==> src/sv/jcdn_pkg.sv <==
// Package for the Julian calendar day number converter.
// Holds calendar constants, reciprocal multipliers and the month offset table.
// No dependencies.
`timescale 1ns / 1ps
`default_nettype none

package jcdn_pkg;

    // Calendar constants.
    localparam logic [14:0]        EPOCH_OFFSET  = 15'd32083;
    localparam logic [7:0]         DAYS_5_MONTHS = 8'd153;
    localparam logic [10:0]        DAYS_4_YEARS  = 11'd1461;
    localparam logic [12:0]        YEAR_BIAS     = 13'd4800;
    localparam logic [12:0]        YEAR_BIAS_BC  = 13'd4801;
    localparam logic signed [18:0] FIRST_YEAR    = -19'sd4713;

    // Offset added to four times the day number: 4 * 32083 - 1.
    localparam logic [28:0] T_OFFSET = 29'd128331;

    // Reciprocals for the constant divisions. Each is ceil(2^shift / divisor),
    // exact over the full input range of its stage.
    localparam logic [29:0] RECIP_1461    = 30'd752574694;
    localparam int          RECIP_1461_SH = 40;
    localparam logic [11:0] RECIP_153     = 12'd3427;
    localparam int          RECIP_153_SH  = 19;
    localparam logic [8:0]  RECIP_5       = 9'd410;
    localparam int          RECIP_5_SH    = 11;

    // Control bits that travel with each item down the pipeline.
    typedef struct packed {
        logic vld;
        logic cmd;
        logic zero;
    } t_ctl;

    // Days before the start of a March-based month: (idx * 153 + 2) / 5.
    function automatic logic [8:0] mo_off(input logic [3:0] idx);
        logic [8:0] v;
        case (idx)
            4'd0:    v = 9'd0;
            4'd1:    v = 9'd31;
            4'd2:    v = 9'd61;
            4'd3:    v = 9'd92;
            4'd4:    v = 9'd122;
            4'd5:    v = 9'd153;
            4'd6:    v = 9'd184;
            4'd7:    v = 9'd214;
            4'd8:    v = 9'd245;
            4'd9:    v = 9'd275;
            4'd10:   v = 9'd306;
            4'd11:   v = 9'd337;
            default: v = 9'd0;
        endcase
        return v;
    endfunction

endpackage

`default_nettype wire

==> src/sv/julian_calendar_day_number_convert.sv <==
// Top level of the Julian calendar day number converter, five register stages.
// Each accepted item is registered through stages A, B, C and D and then the output register,
// which shows its result with o_done; throughput is one item per cycle, set by the pipeline.
// busy is always low: the pipeline never stalls and the receiver cannot stall it.
// Reset (i_rst_n low, synchronous) clears the valid bits; data registers keep their values.
// Depends on jcdn_pkg.
`timescale 1ns / 1ps
`default_nettype none

module julian_calendar_day_number_convert
    import jcdn_pkg::*;
(
    input  wire logic               i_clk,
    input  wire logic               i_rst_n,
    input  wire logic               start,
    output logic                    busy,
    input  wire logic               i_command,
    input  wire logic [25:0]        i_day_number_in,
    input  wire logic signed [18:0] i_year_in,
    input  wire logic [3:0]         i_month_in,
    input  wire logic [5:0]         i_day_in,
    output logic                    o_done,
    output logic [26:0]             o_day_number_out,
    output logic signed [18:0]      o_year_out,
    output logic [3:0]              o_month_out,
    output logic [4:0]              o_day_out
);

    // The pipeline is free running, so every start is a transfer.
    assign busy = 1'b0;

    // ------------------------------------------------------------------
    // Stage A: input decode.
    // The day-to-date path forms t = 4 * dn + 4 * 32083 - 1.
    // The date-to-day path checks the date and moves it to a March-based
    // year counted from 4801 B.C., and looks up the month offset.
    // ------------------------------------------------------------------
    t_ctl        r_a_ctl, n_a_ctl;
    logic [28:0] r_a_t;
    logic        r_a_ok;
    logic [18:0] r_a_yadj;
    logic [8:0]  r_a_mdd;

    logic        w_mon_ok;
    logic        w_day_ok;
    logic        w_first;
    logic        w_early;
    logic [19:0] w_yb;
    logic [3:0]  w_midx;

    always_comb begin
        w_early  = (i_month_in == 4'd1) || (i_month_in == 4'd2);
        w_mon_ok = i_month_in inside {[4'd1:4'd12]};
        w_day_ok = i_day_in inside {[6'd1:6'd31]};
        // The first of January 4713 B.C. is day zero and is refused.
        w_first  = (i_year_in == FIRST_YEAR) && (i_month_in == 4'd1) && (i_day_in == 6'd1);
        // B.C. years have no year zero, so they get one more unit of bias.
        w_yb = {i_year_in[18], i_year_in}
             + (i_year_in[18] ? 20'(YEAR_BIAS_BC) : 20'(YEAR_BIAS))
             - (w_early ? 20'd1 : 20'd0);
        w_midx = w_early ? (i_month_in + 4'd9) : (i_month_in - 4'd3);
        n_a_ctl.vld  = start;
        n_a_ctl.cmd  = i_command;
        n_a_ctl.zero = (i_day_number_in == 26'd0);
    end

    always_ff @(posedge i_clk) begin
        if (!i_rst_n) begin
            r_a_ctl <= '0;
        end else begin
            r_a_ctl <= n_a_ctl;
        end
        r_a_t    <= 29'({i_day_number_in, 2'b00}) + T_OFFSET;
        r_a_ok   <= (i_year_in != 19'sd0) && (i_year_in >= FIRST_YEAR)
                    && w_mon_ok && w_day_ok && !w_first;
        r_a_yadj <= w_yb[18:0];
        r_a_mdd  <= mo_off(w_midx) + 9'(i_day_in);
    end

    // ------------------------------------------------------------------
    // Stage B: the two wide multiplications.
    // Day path: q = t / 1461 through the reciprocal, which gives the
    // March-based year counted from 4801 B.C.
    // Date path: year * 1461, the days in whole years.
    // ------------------------------------------------------------------
    t_ctl        r_b_ctl;
    logic [28:0] r_b_t;
    logic [17:0] r_b_q;
    logic        r_b_ok;
    logic [29:0] r_b_yprod;
    logic [8:0]  r_b_mdd;
    logic [58:0] w_prod1;

    assign w_prod1 = 59'(r_a_t) * 59'(RECIP_1461);

    always_ff @(posedge i_clk) begin
        if (!i_rst_n) begin
            r_b_ctl <= '0;
        end else begin
            r_b_ctl <= r_a_ctl;
        end
        r_b_t     <= r_a_t;
        r_b_q     <= w_prod1[RECIP_1461_SH +: 18];
        r_b_ok    <= r_a_ok;
        r_b_yprod <= 30'(r_a_yadj) * 30'(DAYS_4_YEARS);
        r_b_mdd   <= r_a_mdd;
    end

    // ------------------------------------------------------------------
    // Stage C: day of the March-based year, and the finished day number.
    // Day path: doy = (t mod 1461) / 4 + 1, then t2 = 5 * doy - 3.
    // Date path: year * 1461 / 4 + month offset + day - 32083. For every
    // accepted date this is at least zero, so no clamp is needed.
    // ------------------------------------------------------------------
    t_ctl        r_c_ctl;
    logic [10:0] r_c_t2;
    logic [17:0] r_c_q;
    logic [26:0] r_c_dn;
    logic [28:0] w_rem;
    logic [8:0]  w_doy;
    logic [27:0] w_dn;

    always_comb begin
        w_rem = r_b_t - 29'(r_b_q) * 29'(DAYS_4_YEARS);
        w_doy = w_rem[10:2] + 9'd1;
        w_dn  = r_b_yprod[29:2] + 28'(r_b_mdd) - 28'(EPOCH_OFFSET);
    end

    always_ff @(posedge i_clk) begin
        if (!i_rst_n) begin
            r_c_ctl <= '0;
        end else begin
            r_c_ctl <= r_b_ctl;
        end
        r_c_t2 <= 11'(w_doy) * 11'd5 - 11'd3;
        r_c_q  <= r_b_q;
        r_c_dn <= r_b_ok ? w_dn[26:0] : 27'd0;
    end

    // ------------------------------------------------------------------
    // Stage D: March-based month index = t2 / 153 through the reciprocal.
    // ------------------------------------------------------------------
    t_ctl        r_d_ctl;
    logic [10:0] r_d_t2;
    logic [17:0] r_d_q;
    logic [26:0] r_d_dn;
    logic [3:0]  r_d_m0;
    logic [22:0] w_prod2;

    assign w_prod2 = 23'(r_c_t2) * 23'(RECIP_153);

    always_ff @(posedge i_clk) begin
        if (!i_rst_n) begin
            r_d_ctl <= '0;
        end else begin
            r_d_ctl <= r_c_ctl;
        end
        r_d_t2 <= r_c_t2;
        r_d_q  <= r_c_q;
        r_d_dn <= r_c_dn;
        r_d_m0 <= w_prod2[RECIP_153_SH +: 4];
    end

    // ------------------------------------------------------------------
    // Stage E: day of month, January-based month and year, output register.
    // day = (t2 mod 153) / 5 + 1. Months 10 and 11 of the March year are
    // January and February of the next calendar year. Years at or below
    // zero step back one, since there is no year zero.
    // ------------------------------------------------------------------
    logic        r_done;
    logic [26:0] r_day_number_out;
    logic [18:0] r_year_out;
    logic [3:0]  r_month_out;
    logic [4:0]  r_day_out;

    logic [10:0]        w_r2;
    logic [15:0]        w_prod3;
    logic [4:0]         w_day;
    logic               w_wrap;
    logic [3:0]         w_mon;
    logic signed [19:0] w_y1;
    logic signed [19:0] w_y2;
    logic               w_date;

    always_comb begin
        w_r2    = r_d_t2 - 11'(r_d_m0) * 11'(DAYS_5_MONTHS);
        w_prod3 = 16'(w_r2[7:0]) * 16'(RECIP_5);
        w_day   = w_prod3[RECIP_5_SH +: 5] + 5'd1;
        w_wrap  = (r_d_m0 >= 4'd10);
        w_mon   = w_wrap ? (r_d_m0 - 4'd9) : (r_d_m0 + 4'd3);
        w_y1    = $signed(20'(r_d_q)) + (w_wrap ? 20'sd1 : 20'sd0) - $signed(20'(YEAR_BIAS));
        w_y2    = (w_y1 <= 20'sd0) ? (w_y1 - 20'sd1) : w_y1;
        // A date comes out only for the day-to-date command with a day number above zero.
        w_date  = !r_d_ctl.cmd && !r_d_ctl.zero;
    end

    always_ff @(posedge i_clk) begin
        if (!i_rst_n) begin
            r_done <= 1'b0;
        end else begin
            r_done <= r_d_ctl.vld;
        end
        r_day_number_out <= r_d_ctl.cmd ? r_d_dn : 27'd0;
        r_year_out       <= w_date ? w_y2[18:0] : 19'd0;
        r_month_out      <= w_date ? w_mon : 4'd0;
        r_day_out        <= w_date ? w_day : 5'd0;
    end

    assign o_done           = r_done;
    assign o_day_number_out = r_day_number_out;
    assign o_year_out       = $signed(r_year_out);
    assign o_month_out      = r_month_out;
    assign o_day_out        = r_day_out;

endmodule

`default_nettype wire

==> config.mk <==
export PLATFORM = sky130hd
export DESIGN_NAME = julian_calendar_day_number_convert
export DESIGN_NICKNAME = d
export VERILOG_FILES = /design/src/sv/jcdn_pkg.sv /design/src/sv/julian_calendar_day_number_convert.sv
export SDC_FILE = /design/constraint.sdc
export NUM_CORES = 2
export LEC_CHECK = 0
export BUFFER_PORTS_ARGS = -buffer_cell sky130_fd_sc_hd__buf_2
export CAP_MARGIN = 0
export CORE_MARGIN = 2
export CORE_UTILIZATION = 65
export DETAILED_ROUTE_END_ITERATION = 10
export GPL_ROUTABILITY_DRIVEN = 0
export GPL_TIMING_DRIVEN = 1
export PLACE_DENSITY = 0.81
export SYNTH_ARGS = -nofsm -noshare
export SYNTH_HDL_FRONTEND = slang
export SYNTH_SLANG_ARGS = --single-unit
==> constraint.sdc <==
create_clock -name i_clk -period 16.5 [get_ports i_clk]
set_input_delay 2.475 -clock i_clk [delete_from_list [all_inputs] [get_ports i_clk]]
set_output_delay 2.475 -clock i_clk [all_outputs]
set_load 0.01 [all_outputs]
==> reports/metrics.cfg <==
[yosys]
synth.most_common_cell=inv_1
synth.distinct_cells=80
yosysSeqAreaShare_pct=17.33
syn_inst=3494
yosys.area.top_type=fa_1
ys.flop_type=dfxtp_1
synthesis.area_um2=34760
ys_top_cells_by_count=inv_1, ha_1, fa_1
synth-seq-cells=301
synthArstFlopShare_pct=0
yosys_warnings=0
syn_nets=4718
synth_edf_count=0
synthTopCellsByArea=fa_1, ha_1, dfxtp_1
yosysTopAreaCellShare_pct=27.82
avgSynthCellArea_um2=9.949

[sta]
period_minus_slack_ps=8177
grt_setup_unrepaired=false
finalHoldViolCount=0
drv_slew=0
fin_setup_tns_ps=0
relSlewSlack_pct=39.51
worst-slew-pin-transition_ps=884.5
max_freq_mhz=122.3
finalCritPeriodShare_pct=49.56
skew_ps=44.76
finalSetupViolations=0

[clock_tree]
worstSkewPairLatency_ps=600
post_cts_buffers=0
post_cts_resized=0
clk_pin_slew_ps=60
ctsHoldBuffers=0
cts-root-buf=clkbuf_16
clockBufferDepth=3
cts_buffers=38
tritoncts=yes
clock-sinks=301
ctsHtreeMaxLevel=2

[detailed_routing]
remaining_drc_errors=0
ant_nets=0
wl_um=79160
wl_per_cell_um=18.26
via_per_inst=5.519
drt_first_pass_iters=6
drt_iter0_markers=1474
vias=23930

[global_routing]
grt_use_total_pct=29.25
antenna_found_initial=0
grt_remaining_overflow=0
grt_pass1_wl_um=127300
grt_pass1_vias=24960
grt_max_degree=30

[cells_and_area]
antenna_cells=0
synthToLayoutAreaGrowth_pct=7.602
nets=4846
drive_gt1_share_pct=5.592

[floorplan]
fp.dieH_um=235.3
start_util_pct=65.88
io_pins=116
coreArea_um2=52760
fp.dieArea_um2=55340
die_x_um=235.3
rows=84

[setup_path]
critPathLaunchType=register
endpoint_kind=register
worstPathArrival_ps=8620
required_ps=16940
critical_path_class=register to register
slowest_delay_ps=740
startpoint=r_a_t[2]
r2r_start=r_a_t[2]
cpMaxStageDelayCell=dfxtp_1
crit_fanout=15

[placed_design]
dp_hpwl_um=68100
portBuffers=114

[run_status]
status=finished clean

[hold_path]
hp-start=r_b_q[12]
hold_path.class=register to register

[job]
maxCapViolCount=0

-- worst paths after layout --
check,end,cells after the start,slack (ps)
hold / removal,r_c_q[12],0,310
setup / recovery,r_b_q[14],25,8320
hold reg to reg,r_c_q[12],0,310
setup reg to reg,r_b_q[14],25,8320
-- placed cells by master, fill, tap and decap left out, types with 15 or more instances in the layout --
master     count
inv_1        931
ha_1         682
fa_1         483
dfxtp_1      301
xnor2_1      159
a21oi_1      116
buf_2        114
nor2_1       108
nand2_1       75
and2_1        69
o21ai_0       68
xor2_1        58
nand3_1       40
clkbuf_16     38
a21o_1        37
nor3_1        33
nand4_1       23
nor2b_1       21
and3_1        19
nand2b_1      19
o21a_1        18
o21bai_1      15
-- cells by family after synthesis --
group	synth area share, %
muxes	0.08999
and+or+nand+nor	7.260
AOI/OAI and AO/OA	7.055
adders and majority gates	52.36
DFF	17.33
xor gates and xnor gates	5.532
buffers and inverters	10.35
other	0.01079
-- area by class of cell --
type                    instances  area, µm²
repair buffers                114      570.5
flip-flops and latches        301       6026
fillers                      3833      15360
inverters                     931       3495
multi-input cells            2236      25140
clock buffers                  46       1021
clock inverters                20      294.0
well taps                     688      860.8
-- registers in the layout, summed over array words and instances (netlist names), 4 cells and up --
signal / cells
r_d_m0: 4
r_b_mdd: 9
r_d_q: 18
r_a_t: 27
o_day_out: 5
o_day_number_out: 27
r_d_dn: 27
o_month_out: 4
r_b_q: 18
r_c_dn: 27
o_year_out: 19
r_a_mdd: 9
r_d_t2: 8
r_c_q: 18
r_c_t2: 11
r_b_yprod: 27
r_a_yadj: 19
r_b_t: 9
-- worst max-delay path: cells and delay by family, from the launching register on --
family	cells	cell delay (ps)
flops	1	740
compound gates	7	1770
xor+xnor	2	570
fa+ha+maj	8	3640
buf+inv	5	600
simple gates	3	710
-- metrics by stage --
stage	utilization, %	hold slack, ps	setup slack (ps)	instance area, µm²	cells
floorplan	-	309.6	9438	34760	3494
global placement	68.40	309.9	8814	36090	4270
detailed placement	68.40	312.1	8636	36090	4270
CTS	70.89	316.5	8566	37400	4336
global route	70.89	322.0	7984	37400	4336
finish	70.89	313.5	8323	37400	4336
-- per-layer routing --
metal	GRT usage, %	wire (µm)
met5	0	0
met4	11.56	3376
met3	9.123	7971
met2	46.76	35480
met1	37.18	32330
Power is left out: the tool's default activity adds up to more than one toggle a clock period on the data nets, which glitch-free logic cannot reach.
